`config.mk`:
```
export PLATFORM = sky130hd
export DESIGN_NAME = gyro_rate_angle_integrator_unit_flat
export DESIGN_NICKNAME = d
export VERILOG_FILES = /design/src/gri_pkg.sv /design/src/gri_if.sv /design/src/gri_mac.sv /design/src/gri_seq.sv /design/src/gri_report.sv /design/src/gyro_rate_angle_integrator_unit.sv /design/src/flat_wrapper.sv
export SDC_FILE = /design/constraint.sdc
export NUM_CORES = 2
export LEC_CHECK = 0
export ABC_AREA = 1
export BUFFER_PORTS_ARGS = -buffer_cell sky130_fd_sc_hd__buf_2
export CAP_MARGIN = 20
export CORE_MARGIN = 1
export CORE_UTILIZATION = 30
export CTS_CLUSTER_DIAMETER = 150
export CTS_CLUSTER_SIZE = 20
export DETAILED_ROUTE_END_ITERATION = 6
export SKIP_CTS_REPAIR_TIMING = 1
export SYNTH_ARGS = -nofsm -noshare
export SYNTH_HDL_FRONTEND = slang
export SYNTH_SLANG_ARGS = --single-unit
```
`constraint.sdc`:
```
create_clock -name clk -period 9.9 [get_ports clk]
set_input_delay 1.98 -clock clk [delete_from_list [all_inputs] [get_ports clk]]
set_output_delay 1.98 -clock clk [all_outputs]
set_load 0.005 [all_outputs]
```
`src/gri_pkg.sv`:
```
// ----------------------------------------------------------------------------
// gri_pkg - shared types and constants for the gyro angle integrator
// Sample window geometry, register indexes, reset values, ASCII codes and the
// structs passed between the sequencer, the multiply unit and the reporter.
// ----------------------------------------------------------------------------
package gri_pkg;

  // Window geometry
  localparam int WINDOW      = 25;
  localparam int SAMPLE_BITS = 10;
  localparam int SUM_W       = $clog2(WINDOW * ((1 << SAMPLE_BITS) - 1) + 1);
  localparam int CNT_W       = $clog2(WINDOW + 1);

  // Field widths
  localparam int TICKS_W  = 8;
  localparam int CHAR_W   = 8;
  localparam int TENTHS_W = 11;
  localparam int MAG_W    = 10;

  // Configuration port
  localparam int CFG_IDX_W  = 3;
  localparam int CFG_DATA_W = 24;

  localparam logic [CFG_IDX_W-1:0] REG_RATE_GAIN   = 3'd0;
  localparam logic [CFG_IDX_W-1:0] REG_TICK_LENGTH = 3'd1;
  localparam logic [CFG_IDX_W-1:0] REG_DEADBAND    = 3'd2;
  localparam logic [CFG_IDX_W-1:0] REG_SNAP_LIMIT  = 3'd3;
  localparam logic [CFG_IDX_W-1:0] REG_ANGLE_LIMIT = 3'd4;

  localparam logic [15:0] RST_RATE_GAIN   = 16'd19123;
  localparam logic [23:0] RST_TICK_LENGTH = 24'd549756;
  localparam logic [9:0]  RST_DEADBAND    = 10'd12;
  localparam logic [6:0]  RST_SNAP_LIMIT  = 7'd5;
  localparam logic [6:0]  RST_ANGLE_LIMIT = 7'd90;

  // Shared multiply unit: 33 x 8 with byte-shifted accumulate
  localparam int MAC_A_W = 33;
  localparam int MAC_B_W = 8;
  localparam int ACC_W   = MAC_A_W + 32;

  // ASCII codes
  localparam logic [CHAR_W-1:0] CHAR_PLUS  = 8'h2B;
  localparam logic [CHAR_W-1:0] CHAR_MINUS = 8'h2D;
  localparam logic [CHAR_W-1:0] CHAR_ZERO  = 8'h30;
  localparam logic [CHAR_W-1:0] CHAR_NL    = 8'h0A;

  localparam logic [MAG_W-1:0] TENTHS_MAX = 10'd999;

  typedef struct packed {
    logic [15:0] rate_gain;
    logic [23:0] tick_length;
    logic [9:0]  deadband_counts;
    logic [6:0]  snap_limit;
    logic [6:0]  angle_limit;
  } cfg_regs_t;

  typedef struct packed {
    logic               en;
    logic               clr;
    logic [MAC_A_W-1:0] a;
    logic [MAC_B_W-1:0] b;
  } mac_op_t;

  typedef struct packed {
    logic             valid;
    logic             neg;
    logic [MAG_W-1:0] mag;
  } rpt_req_t;

endpackage

```
`src/gri_if.sv`:
```
// ----------------------------------------------------------------------------
// gri_if - channel interfaces of the gyro angle integrator
// Sample input, character report output and register write channels.
// ----------------------------------------------------------------------------
interface gri_in_if import gri_pkg::*; ();
  logic                   valid;
  logic                   ready;
  logic [SAMPLE_BITS-1:0] sample;
  logic [TICKS_W-1:0]     elapsed_ticks;

  modport source (output valid, sample, elapsed_ticks, input ready);
  modport sink (input valid, sample, elapsed_ticks, output ready);
endinterface

interface gri_out_if import gri_pkg::*; ();
  logic                       valid;
  logic                       ready;
  logic [CHAR_W-1:0]          out_char;
  logic                       last;
  logic signed [TENTHS_W-1:0] angle_tenths;

  modport source (output valid, out_char, last, angle_tenths, input ready);
  modport sink (input valid, out_char, last, angle_tenths, output ready);
endinterface

interface gri_cfg_if import gri_pkg::*; ();
  logic                  valid;
  logic                  ready;
  logic [CFG_IDX_W-1:0]  index;
  logic [CFG_DATA_W-1:0] data;

  modport source (output valid, index, data, input ready);
  modport sink (input valid, index, data, output ready);
endinterface

```
`src/gri_mac.sv`:
```
// ----------------------------------------------------------------------------
// gri_mac - shared multiply-accumulate unit
// One 33 x 8 product per cycle; the accumulator either loads the product or
// shifts left a byte and adds it, so wide products are built MSB byte first.
// ----------------------------------------------------------------------------
module gri_mac import gri_pkg::*; (
  input  logic             clk,
  input  mac_op_t          op,
  output logic [ACC_W-1:0] acc
);

  logic [MAC_A_W+MAC_B_W-1:0] prod;

  // partial product
  assign prod = op.a * op.b;

  // accumulator holds while idle
  always_ff @(posedge clk) begin
    if (op.en) begin
      if (op.clr) begin
        acc <= ACC_W'(prod);
      end else begin
        acc <= (acc << MAC_B_W) + ACC_W'(prod);
      end
    end
  end

endmodule

```
`src/gri_seq.sv`:
```
// ----------------------------------------------------------------------------
// gri_seq - window accumulation and angle integration sequencer
// Sums sample windows, derives the rate, integrates the angle with the
// shared multiply unit and hands the tenths magnitude to the reporter.
// ----------------------------------------------------------------------------
module gri_seq import gri_pkg::*; (
  input  logic      clk,
  input  logic      rst,
  input  cfg_regs_t cfg_regs,
  gri_in_if.sink    samples,
  output rpt_req_t  req,
  input  logic      rpt_busy
);

  typedef enum logic [11:0] {
    S_IDLE     = 12'b0000_0000_0001,
    S_RATE_HI  = 12'b0000_0000_0010,
    S_RATE_LO  = 12'b0000_0000_0100,
    S_RATE_FIN = 12'b0000_0000_1000,
    S_DT       = 12'b0000_0001_0000,
    S_INC3     = 12'b0000_0010_0000,
    S_INC2     = 12'b0000_0100_0000,
    S_INC1     = 12'b0000_1000_0000,
    S_INC0     = 12'b0001_0000_0000,
    S_MOVE     = 12'b0010_0000_0000,
    S_TENTHS   = 12'b0100_0000_0000,
    S_HANDOFF  = 12'b1000_0000_0000
  } seq_state_t;

  localparam logic [MAC_B_W-1:0] TEN = 8'd10;
  localparam logic [ACC_W-1:0] POS_MAX_MAG = ACC_W'(64'h7FFF_FFFF);
  localparam logic [ACC_W-1:0] NEG_MAX_MAG = ACC_W'(64'h8000_0000);

  seq_state_t state;

  // architectural state
  logic [CNT_W-1:0]    sample_count;
  logic [SUM_W-1:0]    window_sum;
  logic [SUM_W-1:0]    bias_sum;
  logic                bias_ready;
  logic signed [31:0]  prev_rate;
  logic signed [31:0]  angle;

  // working registers
  logic signed [SUM_W:0] diff;
  logic [TICKS_W-1:0]    ticks;
  logic                  rest;
  logic signed [31:0]    rate;
  logic [MAC_A_W-1:0]    sum_mag;
  logic                  sum_neg;
  logic [31:0]           dt;

  logic [ACC_W-1:0] acc;
  mac_op_t          op;

  logic                  accept;
  logic [SUM_W-1:0]      sum_new;
  logic                  window_done;
  logic [SUM_W-1:0]      diff_mag;
  logic                  rate_ovf;
  logic signed [31:0]    rate_val;
  logic signed [31:0]    snap_lim;
  logic signed [32:0]    rate_sum;
  logic [39:0]           inc;
  logic signed [41:0]    ang_wide;
  logic signed [41:0]    ang_step;
  logic signed [41:0]    lim_wide;
  logic signed [31:0]    ang_clamped;
  logic [MAC_A_W-1:0]    ang_mag;
  logic [ACC_W-25:0]     tenths_raw;

  assign samples.ready = (state == S_IDLE);
  assign accept        = samples.valid && samples.ready;
  assign sum_new       = window_sum + SUM_W'(samples.sample);
  assign window_done   = (sample_count == CNT_W'(WINDOW - 1));

  // magnitude of the window difference
  assign diff_mag = diff[SUM_W] ? SUM_W'(-diff) : diff[SUM_W-1:0];

  // signed rate, saturated to 32 bits
  assign rate_ovf = diff[SUM_W] ? (acc > NEG_MAX_MAG) : (acc > POS_MAX_MAG);
  always_comb begin
    if (rate_ovf) begin
      rate_val = diff[SUM_W] ? 32'sh8000_0000 : 32'sh7FFF_FFFF;
    end else begin
      rate_val = diff[SUM_W] ? -$signed(acc[31:0]) : $signed(acc[31:0]);
    end
  end

  assign snap_lim = $signed({1'b0, cfg_regs.snap_limit, 24'b0});
  assign rate_sum = 33'(prev_rate) + 33'(rate);

  // trapezoid step and saturation
  assign inc      = acc[ACC_W-1:25];
  assign ang_wide = 42'(angle);
  assign ang_step = sum_neg ? ang_wide - $signed({2'b0, inc}) : ang_wide + $signed({2'b0, inc});
  assign lim_wide = $signed(42'({cfg_regs.angle_limit, 24'b0}));
  always_comb begin
    if (ang_step > lim_wide) begin
      ang_clamped = 32'(lim_wide);
    end else if (ang_step < -lim_wide) begin
      ang_clamped = 32'(-lim_wide);
    end else begin
      ang_clamped = 32'(ang_step);
    end
  end

  assign ang_mag    = angle[31] ? MAC_A_W'(-33'(angle)) : MAC_A_W'(angle);
  assign tenths_raw = acc[ACC_W-1:24];

  // multiply unit schedule
  always_comb begin
    op = '0;
    case (state)
      S_RATE_HI: begin
        op = '{en: 1'b1, clr: 1'b1, a: MAC_A_W'(diff_mag), b: cfg_regs.rate_gain[15:8]};
      end
      S_RATE_LO: begin
        op = '{en: 1'b1, clr: 1'b0, a: MAC_A_W'(diff_mag), b: cfg_regs.rate_gain[7:0]};
      end
      S_DT: begin
        op = '{en: 1'b1, clr: 1'b1, a: MAC_A_W'(cfg_regs.tick_length), b: ticks};
      end
      S_INC3: begin
        op = '{en: 1'b1, clr: 1'b1, a: sum_mag, b: acc[31:24]};
      end
      S_INC2: begin
        op = '{en: 1'b1, clr: 1'b0, a: sum_mag, b: dt[23:16]};
      end
      S_INC1: begin
        op = '{en: 1'b1, clr: 1'b0, a: sum_mag, b: dt[15:8]};
      end
      S_INC0: begin
        op = '{en: 1'b1, clr: 1'b0, a: sum_mag, b: dt[7:0]};
      end
      S_TENTHS: begin
        op = '{en: 1'b1, clr: 1'b1, a: ang_mag, b: TEN};
      end
      default: begin
        op = '0;
      end
    endcase
  end

  gri_mac u_mac (
    .clk (clk),
    .op  (op),
    .acc (acc)
  );

  // report request, held until the reporter is free
  always_comb begin
    req.valid = (state == S_HANDOFF);
    req.neg   = angle[31];
    req.mag   = (tenths_raw > (ACC_W-24)'(TENTHS_MAX)) ? TENTHS_MAX : tenths_raw[MAG_W-1:0];
  end

  // sequencer and state
  always_ff @(posedge clk) begin
    if (rst) begin
      state        <= S_IDLE;
      sample_count <= '0;
      window_sum   <= '0;
      bias_sum     <= '0;
      bias_ready   <= 1'b0;
      prev_rate    <= '0;
      angle        <= '0;
    end else begin
      case (state)
        S_IDLE: begin
          if (accept) begin
            if (window_done) begin
              window_sum   <= '0;
              sample_count <= '0;
              if (!bias_ready) begin
                bias_sum   <= sum_new;
                bias_ready <= 1'b1;
              end else begin
                state <= S_RATE_HI;
              end
            end else begin
              window_sum   <= sum_new;
              sample_count <= sample_count + 1'b1;
            end
          end
        end
        S_RATE_HI: begin
          state <= S_RATE_LO;
        end
        S_RATE_LO: begin
          state <= S_RATE_FIN;
        end
        S_RATE_FIN: begin
          if (rest) begin
            prev_rate <= '0;
            if (angle >= -snap_lim && angle <= snap_lim) begin
              angle <= '0;
            end
          end
          state <= S_DT;
        end
        S_DT: begin
          state <= S_INC3;
        end
        S_INC3: begin
          state <= S_INC2;
        end
        S_INC2: begin
          state <= S_INC1;
        end
        S_INC1: begin
          state <= S_INC0;
        end
        S_INC0: begin
          state <= S_MOVE;
        end
        S_MOVE: begin
          angle     <= ang_clamped;
          prev_rate <= rate;
          state     <= S_TENTHS;
        end
        S_TENTHS: begin
          state <= S_HANDOFF;
        end
        S_HANDOFF: begin
          if (!rpt_busy) begin
            state <= S_IDLE;
          end
        end
        default: begin
          state <= S_IDLE;
        end
      endcase
    end
  end

  // working registers
  always_ff @(posedge clk) begin
    if (accept) begin
      diff  <= $signed({1'b0, sum_new}) - $signed({1'b0, bias_sum});
      ticks <= samples.elapsed_ticks;
    end
    if (state == S_RATE_HI) begin
      rest <= (MAC_A_W'(diff_mag) <= MAC_A_W'(cfg_regs.deadband_counts));
    end
    if (state == S_RATE_FIN) begin
      rate <= rest ? 32'sd0 : rate_val;
    end
    if (state == S_DT) begin
      sum_neg <= rate_sum[32];
      sum_mag <= rate_sum[32] ? MAC_A_W'(-rate_sum) : MAC_A_W'(rate_sum);
    end
    if (state == S_INC3) begin
      dt <= acc[31:0];
    end
  end

endmodule

```
`src/gri_report.sv`:
```
// ----------------------------------------------------------------------------
// gri_report - ASCII angle reporter
// Splits the tenths magnitude into decimal digits by repeated subtraction and
// sends sign, three digits and newline, one character per transaction.
// ----------------------------------------------------------------------------
module gri_report import gri_pkg::*; (
  input  logic      clk,
  input  logic      rst,
  input  rpt_req_t  req,
  output logic      busy,
  gri_out_if.source report
);

  typedef enum logic [3:0] {
    R_IDLE = 4'b0001,
    R_HUND = 4'b0010,
    R_TENS = 4'b0100,
    R_EMIT = 4'b1000
  } rpt_state_t;

  localparam logic [2:0] POS_SIGN = 3'd0;
  localparam logic [2:0] POS_HUND = 3'd1;
  localparam logic [2:0] POS_TENS = 3'd2;
  localparam logic [2:0] POS_ONES = 3'd3;
  localparam logic [2:0] POS_NL   = 3'd4;

  localparam logic [MAG_W-1:0] HUNDRED = 10'd100;
  localparam logic [MAG_W-1:0] TEN     = 10'd10;

  rpt_state_t                 state;
  logic [MAG_W-1:0]           rem;
  logic [3:0]                 dig_h;
  logic [3:0]                 dig_t;
  logic [2:0]                 pos;
  logic                       neg;
  logic signed [TENTHS_W-1:0] tenths;

  assign busy                = (state != R_IDLE);
  assign report.valid        = (state == R_EMIT);
  assign report.last         = (pos == POS_NL);
  assign report.angle_tenths = tenths;

  // character select
  always_comb begin
    case (pos)
      POS_SIGN: report.out_char = neg ? CHAR_MINUS : CHAR_PLUS;
      POS_HUND: report.out_char = CHAR_ZERO + CHAR_W'(dig_h);
      POS_TENS: report.out_char = CHAR_ZERO + CHAR_W'(dig_t);
      POS_ONES: report.out_char = CHAR_ZERO + CHAR_W'(rem[3:0]);
      default:  report.out_char = CHAR_NL;
    endcase
  end

  // control
  always_ff @(posedge clk) begin
    if (rst) begin
      state <= R_IDLE;
      pos   <= POS_SIGN;
    end else begin
      case (state)
        R_IDLE: begin
          if (req.valid) begin
            pos   <= POS_SIGN;
            state <= R_HUND;
          end
        end
        R_HUND: begin
          if (rem < HUNDRED) begin
            state <= R_TENS;
          end
        end
        R_TENS: begin
          if (rem < TEN) begin
            state <= R_EMIT;
          end
        end
        R_EMIT: begin
          if (report.ready) begin
            if (pos == POS_NL) begin
              state <= R_IDLE;
            end else begin
              pos <= pos + 1'b1;
            end
          end
        end
        default: begin
          state <= R_IDLE;
        end
      endcase
    end
  end

  // digit extraction
  always_ff @(posedge clk) begin
    case (state)
      R_IDLE: begin
        if (req.valid) begin
          rem    <= req.mag;
          dig_h  <= '0;
          dig_t  <= '0;
          neg    <= req.neg;
          tenths <= req.neg ? -$signed(TENTHS_W'(req.mag)) : $signed(TENTHS_W'(req.mag));
        end
      end
      R_HUND: begin
        if (rem >= HUNDRED) begin
          rem   <= rem - HUNDRED;
          dig_h <= dig_h + 1'b1;
        end
      end
      R_TENS: begin
        if (rem >= TEN) begin
          rem   <= rem - TEN;
          dig_t <= dig_t + 1'b1;
        end
      end
      default: begin
      end
    endcase
  end

endmodule

```
`src/gyro_rate_angle_integrator_unit.sv`:
```
// ----------------------------------------------------------------------------
// gyro_rate_angle_integrator_unit - gyro rate to angle integrator
// Integrates windowed gyro samples into an angle and reports it in ASCII.
// ----------------------------------------------------------------------------
// Usage:
//   samples : one gyro reading and the window's timer ticks per transaction.
//   report  : five character transactions per window after the bias window:
//             sign, hundreds, tens and ones of tenths of a degree, newline
//             (last set); angle_tenths is the same on all five.
//   cfg     : register writes, always ready; write only while idle.
// Sequencing: the input stays ready after a sample that does not close a window.
//   A window's closing sample keeps the input busy through 11 sequencer steps,
//   eight of them on the shared 33 x 8 multiply unit (two for the rate, tick
//   product, four byte steps of the angle increment, tenths scaling). The
//   first character then waits for the reporter's digit subtraction loop.
// Reset: the first 25 samples after reset form the bias and give no report;
//   registers return to their defaults, angle and rate to zero.
// Stall: a stalled report holds its character; a following window waits in
//   the sequencer and the input stays not ready until the reporter is free.
// ----------------------------------------------------------------------------
module gyro_rate_angle_integrator_unit import gri_pkg::*; (
  input  logic      clk,
  input  logic      rst,
  gri_in_if.sink    samples,
  gri_out_if.source report,
  gri_cfg_if.sink   cfg
);

  cfg_regs_t cfg_regs;
  rpt_req_t  req;
  logic      rpt_busy;

  assign cfg.ready = 1'b1;

  // configuration registers
  always_ff @(posedge clk) begin
    if (rst) begin
      cfg_regs.rate_gain       <= RST_RATE_GAIN;
      cfg_regs.tick_length     <= RST_TICK_LENGTH;
      cfg_regs.deadband_counts <= RST_DEADBAND;
      cfg_regs.snap_limit      <= RST_SNAP_LIMIT;
      cfg_regs.angle_limit     <= RST_ANGLE_LIMIT;
    end else if (cfg.valid && cfg.ready) begin
      case (cfg.index)
        REG_RATE_GAIN:   cfg_regs.rate_gain       <= cfg.data[15:0];
        REG_TICK_LENGTH: cfg_regs.tick_length     <= cfg.data[23:0];
        REG_DEADBAND:    cfg_regs.deadband_counts <= cfg.data[9:0];
        REG_SNAP_LIMIT:  cfg_regs.snap_limit      <= cfg.data[6:0];
        REG_ANGLE_LIMIT: cfg_regs.angle_limit     <= cfg.data[6:0];
        default: begin
        end
      endcase
    end
  end

  gri_seq u_seq (
    .clk      (clk),
    .rst      (rst),
    .cfg_regs (cfg_regs),
    .samples  (samples),
    .req      (req),
    .rpt_busy (rpt_busy)
  );

  gri_report u_report (
    .clk    (clk),
    .rst    (rst),
    .req    (req),
    .busy   (rpt_busy),
    .report (report)
  );

`ifndef SYNTHESIS
  // nothing is reported straight out of reset
  a_reset_quiet: assert property (@(posedge clk) rst |=> !report.valid)
    else $error("report valid right after reset");

  // a newline ends the report; the next one needs digit work first
  a_gap_after_last: assert property (@(posedge clk) disable iff (rst)
    report.valid && report.ready && report.last |=> !report.valid)
    else $error("report continued after its newline");

  // reported tenths stay within three digits
  a_tenths_range: assert property (@(posedge clk) disable iff (rst)
    report.valid |-> (report.angle_tenths <= 11'sd999 && report.angle_tenths >= -11'sd999))
    else $error("angle tenths out of range");
`endif

endmodule
```
`src/flat_wrapper.sv`:
```
// flat-port wrapper written by rule: the top's interface ports become plain ports
module gyro_rate_angle_integrator_unit_flat import gri_pkg::*;
  (clk, rst, samples_valid, samples_sample, samples_elapsed_ticks, samples_ready, report_valid, report_out_char, report_last, report_angle_tenths, report_ready, cfg_valid, cfg_index, cfg_data, cfg_ready);
  gri_in_if samples_i ();
  gri_out_if report_i ();
  gri_cfg_if cfg_i ();
  input  logic clk;
  input  logic rst;
  input wire logic [$bits(samples_i.valid)-1:0] samples_valid;
  input wire logic [$bits(samples_i.sample)-1:0] samples_sample;
  input wire logic [$bits(samples_i.elapsed_ticks)-1:0] samples_elapsed_ticks;
  output wire logic [$bits(samples_i.ready)-1:0] samples_ready;
  output wire logic [$bits(report_i.valid)-1:0] report_valid;
  output wire logic [$bits(report_i.out_char)-1:0] report_out_char;
  output wire logic [$bits(report_i.last)-1:0] report_last;
  output wire logic [$bits(report_i.angle_tenths)-1:0] report_angle_tenths;
  input wire logic [$bits(report_i.ready)-1:0] report_ready;
  input wire logic [$bits(cfg_i.valid)-1:0] cfg_valid;
  input wire logic [$bits(cfg_i.index)-1:0] cfg_index;
  input wire logic [$bits(cfg_i.data)-1:0] cfg_data;
  output wire logic [$bits(cfg_i.ready)-1:0] cfg_ready;
  assign samples_i.valid = samples_valid;
  assign samples_i.sample = samples_sample;
  assign samples_i.elapsed_ticks = samples_elapsed_ticks;
  assign samples_ready = samples_i.ready;
  assign report_valid = report_i.valid;
  assign report_out_char = report_i.out_char;
  assign report_last = report_i.last;
  assign report_angle_tenths = report_i.angle_tenths;
  assign report_i.ready = report_ready;
  assign cfg_i.valid = cfg_valid;
  assign cfg_i.index = cfg_index;
  assign cfg_i.data = cfg_data;
  assign cfg_ready = cfg_i.ready;
  gyro_rate_angle_integrator_unit u_core (.clk(clk), .rst(rst), .samples(samples_i), .report(report_i), .cfg(cfg_i));
endmodule
```
==> metrics.md <==
| Metric | Value |
|---|---|
| Final setup vio count | `0` |
| Slowest-stage cell, CP | `o21ai_0` |
| Sequential share of power | `0.502` |
| TritonCTS Buffers | `24` |
| First-pass GRT wire length | `211 mm` |
| Worst-path maximum fanout | `6` |
| Fin crit share | `0.947` |
| Layout Skew | `between 60 and 70 ps` |
| H-tree depth | `1` |
| GRT overflow | `0` |
| Max Fclk | `107 MHz` |
| Clock power share | `0.315` |
| Nets | `between 5000 and 6000` |
| Worst-Margin Slew | `roughly 1200 ps` |
| Failing checks | `DRC` |
| Synth area leader | `edfxtp_1` |
| Final TNS setup | `0 ps` |
| Die Span X | `362 um` |
| VDD IR max | `106 uV` |
| Core area | `128000 um2` |
| Most used cell, CP | `inv_1` |
| Avg Cell Area, Syn | `around 7.2 um2` |
| Area delta synth->final | `7.78%` |
| Synth area leaders | `edfxtp_1, nand2_1, fa_1` |
| Register area share after synthesis | `0.257` |
| WP data arrival | `slightly below 10000 ps` |
| Avg WL per Cell | `roughly 19 um` |
| Post-synth ARST share | `0` |
| Crit-path max cell delay | `about 600 ps` |
| Chip height | `362 um` |
| Maximum clock insertion buffer count | `3` |
| Initial DRC Count | `3496` |
| Final Critical Period | `9380 ps` |
| Initial antenna violation count | `9` |
| Fin. max-slew vios | `0` |
| Post-synth top area share | `0.163` |
| Antenna viol nets, final | `0` |
| Required time worst endpoint | `10290 ps` |
| Reg-to-reg critical path startpoint | `u_core.u_seq.angle[0]` |
| RSZ-0062 raised after global routing | `no` |
| Antenna fix cells | `0` |
| Synthesized area | `38800 um2` |
| Max-Cap Viols | `0` |
| Total power draw | `3.59 mW` |
| Final GP Congestion | `between 1 and 1.5` |
| NetSw | `1.13 mW` |
| Die ar. | `131000 um2` |
| Layout Utilization | `0.327` |
| Leak | `20.1 nW` |
| Vias in the first global route | `~35000` |
| Rows | `131` |
| Via density | `~5.2` |
| WL final | `139 mm` |
| Root buffer cell | `clkbuf_16` |
| Warnings from Yosys | `0` |
| Clock sinks | `393` |
| DR vias | `36774` |
| Crit. End Element | `flip-flop` |
| CTS tree | `yes` |
| Clk_lat worst skew | `640 ps` |
| Pwr Density | `85.8 nW/um2` |
| Outcome | `complete, but fails checks` |
| Io pins | `73` |
| Combinational share of power | `0.184` |
| CP startpoint kind | `flip-flop` |
| Initial core utilization | `0.303` |
| Largest net degree at the start of global routing | `66` |
| Share of cells above drive strength 1 | `0.0583` |
| Final WS setup | `about 520 ps` |
| HP Class | `reg -> reg` |
| DRT Pass-1 Iters | `7` |
| Number of synthesized flops with an enable pin | `210` |
| Worst Min Path Start | `u_core.cfg_regs[58]` |
| Syn Inst Count | `5419` |
| Yosys cell types | `85` |
| Fraction of power spent switching nets | `0.314` |
| Gr usage total | `0.208` |
| Crit path launch | `u_core.u_seq.angle[0]` |
| Internal Power | `2.46 mW` |
| Number of synthesized register bits | `393` |
| Fin Hold WS | `463 ps` |
| Worst slew margin | `0.188` |
| Predominant post-synthesis flop cell | `edfxtp_1` |
| DRC viols | `11` |
| Final hold violations | `0` |
| CP Class | `reg -> reg` |
| Place WS | `894 ps` |
| PortBufs | `69` |
| Worst-path clk slew | `roughly 100 ps` |
| DPL Wire Length | `~110 mm` |
## logic make-up after synthesis
group | Yosys count | synth area share
xor+xnor | 236 | 0.0542
other cells | 2 | 0.000194
simple gates | 2289 | 0.251
buf+inv | 1050 | 0.106
compound gates | 988 | 0.146
mux | 2 | 0.000516
fa+ha+maj | 459 | 0.185
flops | 393 | 0.257
## sequential cells by signal (all words and copies together) (netlist names), 3 cells and up
register                             cells
u_core.u_seq.angle                      32
u_core.u_report.report.angle_tenths     11
u_core.u_seq.u_mac.acc                  65
u_core.u_seq.rate                       32
u_core.u_report.dig_h                    4
u_core.cfg_regs                         64
u_core.u_seq.diff                       16
u_core.u_seq.sum_mag                    33
u_core.u_seq.ticks                       8
u_core.u_report.state                    4
u_core.u_seq.sample_count                5
u_core.u_seq.window_sum                 15
u_core.u_report.pos                      3
u_core.u_report.rem                     10
u_core.u_report.dig_t                    4
u_core.u_seq.bias_sum                   15
u_core.u_seq.dt                         24
u_core.u_seq.state                      12
u_core.u_seq.prev_rate                  32
## final timing paths
path	end	slack (ps)	cells past startpoint
hold reg to reg	u_core.cfg_regs[58]	460	2
setup / recovery	u_core.u_seq.u_mac.acc[61]	520	46
setup reg to reg	u_core.u_seq.u_mac.acc[61]	520	46
hold / removal	u_core.cfg_regs[58]	460	2
## per-layer routing
layer,wire length (um),GRT usage,vias to the layer above
met3,11300,0.0345,265
met5,26,0,-
met2,61100,0.330,1393
li1,-,-,17603
met4,5680,0.0794,4
met1,60700,0.282,17509
## through the flow
stage          instances  cell area [um2]
6_report            7118            41800
5_1_grt             7118            41800
3_5_place_dp        7075            41100
3_3_place_gp        7074            41000
2_1_floorplan       5420            38800
4_1_cts             7117            41800
## power by group through the flow
stage / sequential (mW) / combinational, mW / clock, mW
CTS: 1.80 / 0.653 / 1.16
global placement: 1.84 / 0.646 / 0
floorplan: 1.82 / 0.434 / 0
finish: 1.80 / 0.659 / 1.13
detailed placement: 1.84 / 0.649 / 0
global route: 1.80 / 0.717 / 1.20
## area by class of cell
class	instances	area, um2
clock buffer	40	682
inverter	914	3430
tap	1662	2080
fill	13765	86000
clock inverter	2	32.5
timing repair buffer	130	842
multi-input combinational	3977	24800
sequential	393	9970
## placed cells by master, fill, tap and decap left out, drive strengths merged, types with 9 or more instances in the layout
cell    netlist  layout
nand2      1193    1193
inv         910     911
nor2        613     613
a21oi       453     453
o21ai       317     317
ha          268     268
nand3       238     238
edfxtp      210     210
fa          191     191
dfxtp       183     183
xor2        175     175
buf          58     129
nor3         98      98
nand4        68      68
xnor2        61      61
clkbuf       78      41
nor4         35      35
a31oi        33      33
o211ai       29      29
o21bai       21      21
o21a         21      21
a21o         18      18
or2          17      17
a211oi       16      16
nand3b       16      16
o31ai        11      11
a22oi         9       9
## synth_stat cells (all sizes together), types with 18 or more instances
library cell	instances
nand2	1193
inv	910
nor2	613
a21oi	453
o21ai	317
ha	268
nand3	238
edfxtp	210
fa	191
dfxtp	183
xor2	175
nor3	98
clkbuf	78
nand4	68
xnor2	61
buf	58
nor4	35
a31oi	33
o211ai	29
o21a	21
o21bai	21
a21o	18
## critical path: cells and delay by family, from the launching register on
family                     cells  cell delay, ps
adders and majority gates      7            3090
and+or+nand+nor               18            2180
AOI/OAI and AO/OA              7            1990
buffers and inverters         13            1230
DFF                            1             390
xor gates and xnor gates       1             310
No activity file was read; power rests on OpenSTA's default activity.
